===== config.mk =====
export PLATFORM = sky130hd
export DESIGN_NAME = mpls_label_stack_parser
export DESIGN_NICKNAME = d
export VERILOG_FILES = /design/src/rtl/mlsp_pkg.sv /design/src/rtl/mpls_label_stack_parser.sv
export SDC_FILE = /design/constraint.sdc
export NUM_CORES = 1
export LEC_CHECK = 0
export BUFFER_PORTS_ARGS = -buffer_cell sky130_fd_sc_hd__buf_2
export CORE_ASPECT_RATIO = 0.75
export CORE_MARGIN = 2
export CORE_UTILIZATION = 23
export DETAILED_ROUTE_END_ITERATION = 8
export PLACE_DENSITY = 0.42
export SETUP_SLACK_MARGIN = 0.5
export SLEW_MARGIN = 20
export SYNTH_ARGS = -nofsm -noshare
export SYNTH_HDL_FRONTEND = slang
export SYNTH_SLANG_ARGS = --single-unit

===== constraint.sdc =====
create_clock -name clk -period 7.1 [get_ports clk]
set_input_delay 0 -clock clk [delete_from_list [all_inputs] [get_ports clk]]
set_output_delay 0 -clock clk [all_outputs]
set_load 0.01 [all_outputs]

===== src/rtl/mlsp_pkg.sv =====
package mlsp_pkg;

    localparam int MAX_LABELS_DEF = 8;
    localparam int CH_W           = 8;
    localparam int LABEL_W        = 20;
    localparam int ENTRY_W        = 32;
    localparam int STATUS_W       = 2;
    localparam int CNT_W          = 7;
    localparam int DIGIT_W        = 5;

    localparam logic [LABEL_W-1:0] LABEL_MAX  = 20'hFFFFF;
    localparam logic [ENTRY_W-1:0] BOS_BIT    = 32'h0000_0100;

    localparam logic [CH_W-1:0] CH_NUL    = 8'h00;
    localparam logic [CH_W-1:0] CH_SPACE  = 8'h20;
    localparam logic [CH_W-1:0] CH_TAB    = 8'h09;
    localparam logic [CH_W-1:0] CH_CR     = 8'h0D;
    localparam logic [CH_W-1:0] CH_PLUS   = 8'h2B;
    localparam logic [CH_W-1:0] CH_SLASH  = 8'h2F;
    localparam logic [CH_W-1:0] CH_ZERO   = 8'h30;
    localparam logic [CH_W-1:0] CH_NINE   = 8'h39;
    localparam logic [CH_W-1:0] CH_LC_A   = 8'h61;
    localparam logic [CH_W-1:0] CH_LC_F   = 8'h66;
    localparam logic [CH_W-1:0] CH_UC_A   = 8'h41;
    localparam logic [CH_W-1:0] CH_UC_F   = 8'h46;
    localparam logic [CH_W-1:0] CH_LC_X   = 8'h78;
    localparam logic [CH_W-1:0] CH_UC_X   = 8'h58;

    localparam logic [DIGIT_W-1:0] NO_DIGIT = 5'd16;

    typedef enum logic [6:0] {
        PH_SKIP   = 7'b0000001,
        PH_START  = 7'b0000010,
        PH_SIGNED = 7'b0000100,
        PH_ZERO   = 7'b0001000,
        PH_HEXPFX = 7'b0010000,
        PH_DIGITS = 7'b0100000,
        PH_DONE   = 7'b1000000
    } phase_t;

    typedef enum logic [1:0] {
        RADIX_DEC = 2'd0,
        RADIX_OCT = 2'd1,
        RADIX_HEX = 2'd2
    } radix_t;

    typedef enum logic [1:0] {
        ST_OK       = 2'd0,
        ST_MALFORM  = 2'd1,
        ST_RANGE    = 2'd2,
        ST_TOO_MANY = 2'd3
    } status_t;

    typedef enum logic [2:0] {
        CT_IDLE = 3'b001,
        CT_READ = 3'b010,
        CT_LOAD = 3'b100
    } ctrl_t;

    function automatic logic is_space(input logic [CH_W-1:0] c);
        return (c == CH_SPACE) || (c >= CH_TAB && c <= CH_CR);
    endfunction

    function automatic logic [DIGIT_W-1:0] digit_value(input logic [CH_W-1:0] c);
        logic [DIGIT_W-1:0] d;
        d = NO_DIGIT;
        if (c >= CH_ZERO && c <= CH_NINE)
            d = DIGIT_W'(c - CH_ZERO);
        else if (c >= CH_LC_A && c <= CH_LC_F)
            d = DIGIT_W'(c - CH_LC_A + 8'd10);
        else if (c >= CH_UC_A && c <= CH_UC_F)
            d = DIGIT_W'(c - CH_UC_A + 8'd10);
        return d;
    endfunction

    function automatic logic [DIGIT_W-1:0] radix_base(input radix_t r);
        logic [DIGIT_W-1:0] b;
        case (r)
            RADIX_HEX: b = 5'd16;
            RADIX_OCT: b = 5'd8;
            default:   b = 5'd10;
        endcase
        return b;
    endfunction

endpackage


===== src/rtl/mpls_label_stack_parser.sv =====
// channel   | dir | tdata                          | tuser      | tlast
// s_axis    | in  | [7:0] ch                       | -          | end_of_text
// m_axis    | out | [31:0] entry, [38:32] count    | [1:0] status | last
//
// one text character per cycle while idle; after an end item each label entry
// is read from the label memory, then loaded into the output register
// an error run gives one result after the end item
// no new text is taken while a run is being emitted; a stalled output holds
// the emit loop, and characters keep flowing while the last result waits
// reset is asynchronous and leaves the parser in leading whitespace skip
module mpls_label_stack_parser #(
    parameter int MAX_LABELS = mlsp_pkg::MAX_LABELS_DEF
) (
    input  logic        clk,
    input  logic        rst_n,
    input  logic        s_axis_tvalid,
    output logic        s_axis_tready,
    input  logic [7:0]  s_axis_tdata,   // [7:0] ch
    input  logic        s_axis_tlast,
    output logic        m_axis_tvalid,
    input  logic        m_axis_tready,
    output logic [39:0] m_axis_tdata,   // [31:0] entry, [38:32] label_count, [39] zero
    output logic [1:0]  m_axis_tuser,   // [1:0] status
    output logic        m_axis_tlast
);

    localparam int AW    = (MAX_LABELS > 1) ? $clog2(MAX_LABELS) : 1;
    localparam int CNT_W = mlsp_pkg::CNT_W;
    localparam int LW    = mlsp_pkg::LABEL_W;
    localparam int DW    = mlsp_pkg::DIGIT_W;
    localparam int PW    = LW + 5;

    mlsp_pkg::phase_t  phase_reg, phase_next;
    mlsp_pkg::radix_t  radix_reg, radix_next;
    mlsp_pkg::status_t err_reg, err_next;
    mlsp_pkg::ctrl_t   ctrl_reg, ctrl_next;
    logic [LW-1:0]     acc_reg, acc_next;
    logic              ovf_reg, ovf_next;
    logic [CNT_W-1:0]  count_reg, count_next;
    logic [CNT_W-1:0]  idx_reg, idx_next;

    logic                  out_valid_reg, out_valid_next;
    logic [31:0]           out_entry_reg, out_entry_next;
    mlsp_pkg::status_t     out_status_reg, out_status_next;
    logic [CNT_W-1:0]      out_count_reg, out_count_next;
    logic                  out_last_reg, out_last_next;
    logic                  out_load;

    logic [LW-1:0] label_mem [MAX_LABELS];
    logic [LW-1:0] rd_data_reg;
    logic          wr_en;
    logic [AW-1:0] wr_addr;
    logic [LW-1:0] wr_data;
    logic          rd_en;

    logic              in_fire;
    logic              out_free;
    mlsp_pkg::phase_t  eff_phase;
    mlsp_pkg::radix_t  use_radix;
    logic [DW-1:0]     dig;
    logic [DW-1:0]     base;
    logic [PW-1:0]     acc_mul;
    logic [PW-1:0]     acc_sum;
    logic [LW-1:0]     acc_upd;
    logic              ovf_upd;
    logic [CNT_W-1:0]  count_inc;
    logic              store_ok;
    logic              end_lbl;
    logic              clear_run;
    logic              is_last;

    assign in_fire       = s_axis_tvalid && s_axis_tready;
    assign s_axis_tready = (ctrl_reg == mlsp_pkg::CT_IDLE);
    assign out_free      = !out_valid_reg || m_axis_tready;

    // whitespace skip ends on the first other character, which is then a label start
    always_comb
    begin
        if (phase_reg == mlsp_pkg::PH_SKIP && !mlsp_pkg::is_space(s_axis_tdata))
            eff_phase = mlsp_pkg::PH_START;
        else
            eff_phase = phase_reg;
    end

    always_comb
    begin
        case (eff_phase)
            mlsp_pkg::PH_ZERO:   use_radix = mlsp_pkg::RADIX_OCT;
            mlsp_pkg::PH_HEXPFX: use_radix = mlsp_pkg::RADIX_HEX;
            mlsp_pkg::PH_DIGITS: use_radix = radix_reg;
            default:             use_radix = mlsp_pkg::RADIX_DEC;
        endcase
    end

    assign dig  = mlsp_pkg::digit_value(s_axis_tdata);
    assign base = mlsp_pkg::radix_base(use_radix);

    // multiply by the base with shifts, and a shift-and-add for decimal
    always_comb
    begin
        case (use_radix)
            mlsp_pkg::RADIX_HEX: acc_mul = {1'b0, acc_reg, 4'b0};
            mlsp_pkg::RADIX_OCT: acc_mul = {2'b0, acc_reg, 3'b0};
            default:             acc_mul = {2'b0, acc_reg, 3'b0} + {4'b0, acc_reg, 1'b0};
        endcase
        acc_sum = acc_mul + PW'(dig);
        if (ovf_reg || acc_sum > PW'(mlsp_pkg::LABEL_MAX))
        begin
            ovf_upd = 1'b1;
            acc_upd = mlsp_pkg::LABEL_MAX;
        end
        else
        begin
            ovf_upd = 1'b0;
            acc_upd = acc_sum[LW-1:0];
        end
    end

    assign count_inc = count_reg + CNT_W'(1);
    assign store_ok  = count_reg < CNT_W'(MAX_LABELS);
    assign is_last   = (idx_reg + CNT_W'(1)) == count_reg;

    always_comb
    begin
        phase_next      = phase_reg;
        radix_next      = radix_reg;
        acc_next        = acc_reg;
        ovf_next        = ovf_reg;
        count_next      = count_reg;
        err_next        = err_reg;
        ctrl_next       = ctrl_reg;
        idx_next        = idx_reg;
        wr_en           = 1'b0;
        wr_addr         = count_reg[AW-1:0];
        wr_data         = acc_reg;
        rd_en           = 1'b0;
        end_lbl         = 1'b0;
        clear_run       = 1'b0;
        out_load        = 1'b0;
        out_entry_next  = out_entry_reg;
        out_status_next = out_status_reg;
        out_count_next  = out_count_reg;
        out_last_next   = out_last_reg;

        if (in_fire && phase_reg != mlsp_pkg::PH_DONE)
        begin
            if (s_axis_tlast || s_axis_tdata == mlsp_pkg::CH_NUL)
            begin
                // text ends: keep the label in progress if it has digits and is in range
                phase_next = mlsp_pkg::PH_DONE;
                if (phase_reg == mlsp_pkg::PH_ZERO || phase_reg == mlsp_pkg::PH_DIGITS)
                begin
                    if (ovf_reg)
                        err_next = mlsp_pkg::ST_RANGE;
                    else
                    begin
                        wr_en      = store_ok;
                        count_next = count_inc;
                        err_next   = mlsp_pkg::ST_OK;
                    end
                end
                else
                    err_next = mlsp_pkg::ST_MALFORM;
            end
            else
            begin
                case (eff_phase)
                    mlsp_pkg::PH_SKIP:
                    begin
                        phase_next = mlsp_pkg::PH_SKIP;
                    end
                    mlsp_pkg::PH_START, mlsp_pkg::PH_SIGNED:
                    begin
                        if (eff_phase == mlsp_pkg::PH_START && s_axis_tdata == mlsp_pkg::CH_PLUS)
                            phase_next = mlsp_pkg::PH_SIGNED;
                        else if (s_axis_tdata == mlsp_pkg::CH_ZERO)
                            phase_next = mlsp_pkg::PH_ZERO;
                        else if (dig < DW'(10))
                        begin
                            radix_next = mlsp_pkg::RADIX_DEC;
                            acc_next   = acc_upd;
                            ovf_next   = ovf_upd;
                            phase_next = mlsp_pkg::PH_DIGITS;
                        end
                        else
                        begin
                            err_next   = mlsp_pkg::ST_MALFORM;
                            phase_next = mlsp_pkg::PH_DONE;
                        end
                    end
                    mlsp_pkg::PH_ZERO:
                    begin
                        if (s_axis_tdata == mlsp_pkg::CH_LC_X || s_axis_tdata == mlsp_pkg::CH_UC_X)
                            phase_next = mlsp_pkg::PH_HEXPFX;
                        else if (dig < DW'(8))
                        begin
                            radix_next = mlsp_pkg::RADIX_OCT;
                            acc_next   = acc_upd;
                            ovf_next   = ovf_upd;
                            phase_next = mlsp_pkg::PH_DIGITS;
                        end
                        else
                            end_lbl = 1'b1;
                    end
                    mlsp_pkg::PH_HEXPFX:
                    begin
                        if (dig < DW'(16))
                        begin
                            radix_next = mlsp_pkg::RADIX_HEX;
                            acc_next   = acc_upd;
                            ovf_next   = ovf_upd;
                            phase_next = mlsp_pkg::PH_DIGITS;
                        end
                        else
                        begin
                            err_next   = mlsp_pkg::ST_MALFORM;
                            phase_next = mlsp_pkg::PH_DONE;
                        end
                    end
                    mlsp_pkg::PH_DIGITS:
                    begin
                        if (dig < base)
                        begin
                            acc_next = acc_upd;
                            ovf_next = ovf_upd;
                        end
                        else
                            end_lbl = 1'b1;
                    end
                    default:
                    begin
                        err_next   = mlsp_pkg::ST_MALFORM;
                        phase_next = mlsp_pkg::PH_DONE;
                    end
                endcase

                // a character outside the digits closes the label
                if (end_lbl)
                begin
                    if (ovf_reg)
                    begin
                        err_next   = mlsp_pkg::ST_RANGE;
                        phase_next = mlsp_pkg::PH_DONE;
                    end
                    else if (s_axis_tdata != mlsp_pkg::CH_SLASH)
                    begin
                        err_next   = mlsp_pkg::ST_MALFORM;
                        phase_next = mlsp_pkg::PH_DONE;
                    end
                    else
                    begin
                        wr_en      = store_ok;
                        count_next = count_inc;
                        if (count_inc >= CNT_W'(MAX_LABELS))
                        begin
                            err_next   = mlsp_pkg::ST_TOO_MANY;
                            phase_next = mlsp_pkg::PH_DONE;
                        end
                        else
                        begin
                            radix_next = mlsp_pkg::RADIX_DEC;
                            acc_next   = '0;
                            ovf_next   = 1'b0;
                            phase_next = mlsp_pkg::PH_START;
                        end
                    end
                end
            end
        end

        case (ctrl_reg)
            mlsp_pkg::CT_IDLE:
            begin
                if (in_fire && s_axis_tlast)
                begin
                    ctrl_next = mlsp_pkg::CT_READ;
                    idx_next  = '0;
                end
            end
            mlsp_pkg::CT_READ:
            begin
                if (out_free)
                begin
                    if (err_reg != mlsp_pkg::ST_OK || count_reg == '0)
                    begin
                        out_load        = 1'b1;
                        out_entry_next  = '0;
                        out_status_next = (err_reg != mlsp_pkg::ST_OK) ? err_reg
                                                                       : mlsp_pkg::ST_MALFORM;
                        out_count_next  = '0;
                        out_last_next   = 1'b1;
                        clear_run       = 1'b1;
                        ctrl_next       = mlsp_pkg::CT_IDLE;
                    end
                    else
                    begin
                        rd_en     = 1'b1;
                        ctrl_next = mlsp_pkg::CT_LOAD;
                    end
                end
            end
            mlsp_pkg::CT_LOAD:
            begin
                // output register was free when the read went out
                out_load        = 1'b1;
                out_entry_next  = {rd_data_reg, 12'b0} | (is_last ? mlsp_pkg::BOS_BIT : '0);
                out_status_next = mlsp_pkg::ST_OK;
                out_count_next  = count_reg;
                out_last_next   = is_last;
                idx_next        = idx_reg + CNT_W'(1);
                if (is_last)
                begin
                    clear_run = 1'b1;
                    ctrl_next = mlsp_pkg::CT_IDLE;
                end
                else
                    ctrl_next = mlsp_pkg::CT_READ;
            end
            default:
            begin
                ctrl_next = mlsp_pkg::CT_IDLE;
            end
        endcase

        if (clear_run)
        begin
            phase_next = mlsp_pkg::PH_SKIP;
            radix_next = mlsp_pkg::RADIX_DEC;
            acc_next   = '0;
            ovf_next   = 1'b0;
            count_next = '0;
            err_next   = mlsp_pkg::ST_OK;
            idx_next   = '0;
        end
    end

    always_comb
    begin
        if (out_load)
            out_valid_next = 1'b1;
        else if (out_valid_reg && m_axis_tready)
            out_valid_next = 1'b0;
        else
            out_valid_next = out_valid_reg;
    end

    always_ff @(posedge clk or negedge rst_n)
    begin
        if (!rst_n)
        begin
            phase_reg     <= mlsp_pkg::PH_SKIP;
            radix_reg     <= mlsp_pkg::RADIX_DEC;
            acc_reg       <= '0;
            ovf_reg       <= 1'b0;
            count_reg     <= '0;
            err_reg       <= mlsp_pkg::ST_OK;
            ctrl_reg      <= mlsp_pkg::CT_IDLE;
            idx_reg       <= '0;
            out_valid_reg <= 1'b0;
        end
        else
        begin
            phase_reg     <= phase_next;
            radix_reg     <= radix_next;
            acc_reg       <= acc_next;
            ovf_reg       <= ovf_next;
            count_reg     <= count_next;
            err_reg       <= err_next;
            ctrl_reg      <= ctrl_next;
            idx_reg       <= idx_next;
            out_valid_reg <= out_valid_next;
        end
    end

    always_ff @(posedge clk)
    begin
        out_entry_reg  <= out_entry_next;
        out_status_reg <= out_status_next;
        out_count_reg  <= out_count_next;
        out_last_reg   <= out_last_next;
    end

    always_ff @(posedge clk)
    begin
        if (wr_en)
            label_mem[wr_addr] <= wr_data;
        if (rd_en)
            rd_data_reg <= label_mem[idx_reg[AW-1:0]];
    end

    assign m_axis_tvalid = out_valid_reg;
    assign m_axis_tdata  = {1'b0, out_count_reg, out_entry_reg};
    assign m_axis_tuser  = out_status_reg;
    assign m_axis_tlast  = out_last_reg;

`ifndef SYNTHESIS
    a_count_bound: assert property (@(posedge clk) disable iff (!rst_n)
        count_reg <= CNT_W'(MAX_LABELS))
        else $error("label count beyond store depth");

    a_load_slot_free: assert property (@(posedge clk) disable iff (!rst_n)
        (ctrl_reg == mlsp_pkg::CT_LOAD) |-> !out_valid_reg)
        else $error("entry load while output register busy");

    a_error_shape: assert property (@(posedge clk) disable iff (!rst_n)
        (out_valid_reg && out_status_reg != mlsp_pkg::ST_OK)
            |-> (out_count_reg == '0 && out_last_reg && out_entry_reg == '0))
        else $error("error result not a single empty final result");

    a_emit_done: assert property (@(posedge clk) disable iff (!rst_n)
        (ctrl_reg == mlsp_pkg::CT_LOAD && is_last) |=>
            (ctrl_reg == mlsp_pkg::CT_IDLE && phase_reg == mlsp_pkg::PH_SKIP
             && count_reg == '0))
        else $error("parser not cleared after last entry");

    a_read_ok_count: assert property (@(posedge clk) disable iff (!rst_n)
        (ctrl_reg == mlsp_pkg::CT_LOAD) |-> (idx_reg < count_reg))
        else $error("entry read past stored labels");
`endif

endmodule

==> metrics.md <==
| Metric | Value |
|---|---|
| Via count | `around 8900` |
| DR WL/cell | `18.1 µm` |
| Final Skew | `around 0.017 ns` |
| CTS tree | `yes` |
| P_leak | `5.04 nW` |
| Final slew viol count | `0` |
| Clk pin slew, worst setup/hold paths | `0.06 ns` |
| Die footprint | `approximately 60000 µm²` |
| Final setup fails | `0` |
| Initial antenna violation count | `2` |
| Pin count of the biggest net entering global routing | `51` |
| DP HPWL | `22800 µm` |
| CTS Buf Count | `28` |
| Status | `finished clean` |
| XOR/XNOR share of the synthesized area | `0.0249` |
| Yosys reg bits | `261` |
| Initial Util | `0.233` |
| Synth area leader | `edfxtp_1` |
| Core Region | `around 57000 µm²` |
| Largest family of logic cells by synthesized area | `simple AND/OR/NAND/NOR gates` |
| Adder-Cell Fraction of Synth Area | `0.0349` |
| H-tree Lvls | `1` |
| Fin crit period | `5.70 ns` |
| Number of global-route vias before repair | `about 8800` |
| Net switching share of the total power | `0.240` |
| Max FO, Critical Path | `28` |
| Post-synth EDFFs | `211` |
| ANT nets after route | `0` |
| Clock share of power | `0.431` |
| Rows | `76` |
| Clk sinks | `261` |
| Drt via density | `4.69` |
| Synth Area in Simple Gates | `0.130` |
| Required time of the worst setup path | `roughly 7.6 ns` |
| Root Driver | `clkbuf_16` |
| First-pass GRT wire length | `54400 µm` |
| Post-Syn Area | `13400 µm²` |
| Synth Area in Compound Gates | `0.125` |
| Fin Setup TNS | `0 ns` |
| HP Class | `in -> reg` |
| CP Launch Type | `register` |
| RSZ-0062 raised after global routing | `false` |
| Share of layout cells above drive strength 1 | `0.188` |
| Mux cell area share after synthesis | `0.0875` |
| Crit path setup slack, layout | `1.40 ns` |
| Most common cell in the netlist | `edfxtp_1` |
| Drt total wl | `34400 µm` |
| Max cap viols | `0` |
| Async S/R FF share, synth | `0.192` |
| Syn Area/Cell | `about 13 µm²` |
| PortBufs | `45` |
| Post-Synthesis Cells | `1053` |
| ANT cells | `0` |
| Placed Area | `about 15000 µm²` |
| Switch Pwr | `~0.8 mW` |
| Pwr per Cell Area | `215 nW/µm²` |
| Final #Nets | `1154` |
| Seq pwr share | `0.509` |
| Pwr Total | `3.34 mW` |
| Layout area overhead | `16.1%` |
| WP data arrival | `6.20 ns` |
| Die Y | `213 µm` |
| Hold Slack | `between 0.04 and 0.05 ns` |
| Prevailing post-synth register cell | `edfxtp_1` |
| Cell Int Power | `roughly 2.5 mW` |
| Synth area leaders | `edfxtp_1 47%, dfrtp_1 9.0%, mux4_2 6.7%` |
| Crit path kind | `reg -> reg` |
| Peak supply drop | `0.113 mV` |
| Tcrit/Tclk final | `0.803` |
| Post-route cell area | `15500 µm²` |
| Yosys cell types | `85` |
| Critical Path End Type | `register` |
| Fin. Hold Viols | `0` |
| Slew margin rel. | `0.331` |
| Gr ovfl total | `0` |
| Max reg flops | `160` |
| Yosys warns | `0` |
| Post-synth top area share | `0.474` |
| Comb pwr share | `0.061` |
| Slew at the pin with the worst max-slew slack | `0.999 ns` |
| Register area share after synthesis | `0.568` |
| Die X | `282 µm` |
| Remaining DRCs | `0` |
| Clk Latency, worst-skew pair | `0.58 ns` |
| DR iter-0 viols | `718` |
| GP Congestion | `approximately 0.81` |
| Max Fclk | `175 MHz` |
| Clock tree buffer depth | `3` |
| Setup WS pre-CTS | `1.35 ns` |
| Boundary pin count | `58` |
| Synth top cells by count | `211 x edfxtp_1, 86 x nand2_1, 52 x o21ai_0` |
| Total GRT Usage | `0.117` |
| Pre-antenna DRT Iters | `7` |
layout by cell type, fill, tap and decap left out, types with 15 or more instances in the layout:
cell type,n
nand2_1,86
buf_4,21
o21ai_0,52
xnor2_1,27
dfrtp_1,46
inv_1,26
nor2b_1,20
a211oi_1,18
and2_1,34
nor3_1,21
ha_1,34
nor2_1,48
nand2b_1,15
clkbuf_16,28
mux4_2,40
mux2_2,22
edfxtp_1,211
a21oi_1,47
buf_2,45
nand3_1,23
per-layer routing:
layer  GRT usage  share of wire  wire length (µm)  vias to the layer above
li1            -              -                 -                     4164
met1       0.184           0.52             17900                     4530
met2       0.165           0.41             14100                      208
met3      0.0186          0.052              1800                       45
met4      0.0268          0.020               677                        0
met5           0              0                 0                        -
per-stage QoR:
step	utilization	std cells
5_1_grt	0.270	1907
3_5_place_dp	0.253	1849
3_3_place_gp	0.253	1849
6_report	0.270	1907
4_1_cts	0.270	1907
2_1_floorplan	-	1064
logic make-up (layout without fill, tap and decap cells):
group / Yosys count / in the layout
muxes: 64 / 64
xor gates and xnor gates: 38 / 38
buffers and inverters: 87 / 150
and+or+nand+nor: 325 / 325
DFF: 261 / 261
AOI/OAI and AO/OA: 241 / 241
adders and majority gates: 36 / 36
other: 1 / 12
worst max-delay path, cell delays in order (launching register included):
cell and delay (ns):
dfrtp_1 0.41, or3_1 0.47, nor4_2 0.63, a21oi_1 0.21, ha_1 0.88, o21ai_0 0.23, ha_1 0.40, nand2_1 0.06
o21ai_0 0.16, nand2_1 0.11, nor3_1 0.71, nand2_1 0.26, o31ai_4 0.54, nand2_2 0.27, a41oi_1 0.26
power groups by stage:
stage                     Combinational (mW)  Sequential, mW  Clock [mW]
after CTS                              0.204            1.70        1.48
after global routing                   0.230            1.70        1.54
after global placement                 0.200            1.73           0
final                                  0.203            1.70        1.44
after floorplan                        0.151            1.71           0
after detailed placement               0.200            1.73           0
timing repair:
| action | 4_1_cts | 5_1_grt |
|---|---|---|
| endpoints found under the hold margin | 57 | 0 |
| gates resized for setup | 0 | 0 |
| buffers inserted | 0 | 0 |
| hold buffers | 6 | 0 |
layout make-up:
type                       instances  area [µm²]
multi-input combinational        716        5500
inverter                          26        97.6
clock inverter                    17         168
clock buffer                      35         727
timing repair buffer              72         443
tap                              780         976
sequential                       261        7590
fill                            6003       41900
final timing paths:
check                           slack (ns)             from            end  cells after the start
worst max-delay path                  1.40     phase_reg[6]     acc_reg[2]                     14
worst min-delay path                  0.05  s_axis_tdata[3]   phase_reg[3]                      3
worst max register to register        1.40     phase_reg[6]     acc_reg[2]                     14
worst min register to register        0.51       idx_reg[6]     idx_reg[6]                      2
max in group asynchronous             6.49            rst_n     idx_reg[1]                      3
min in group asynchronous             0.10            rst_n  m_axis_tvalid                      3
Power figures use the tool's default switching activity.
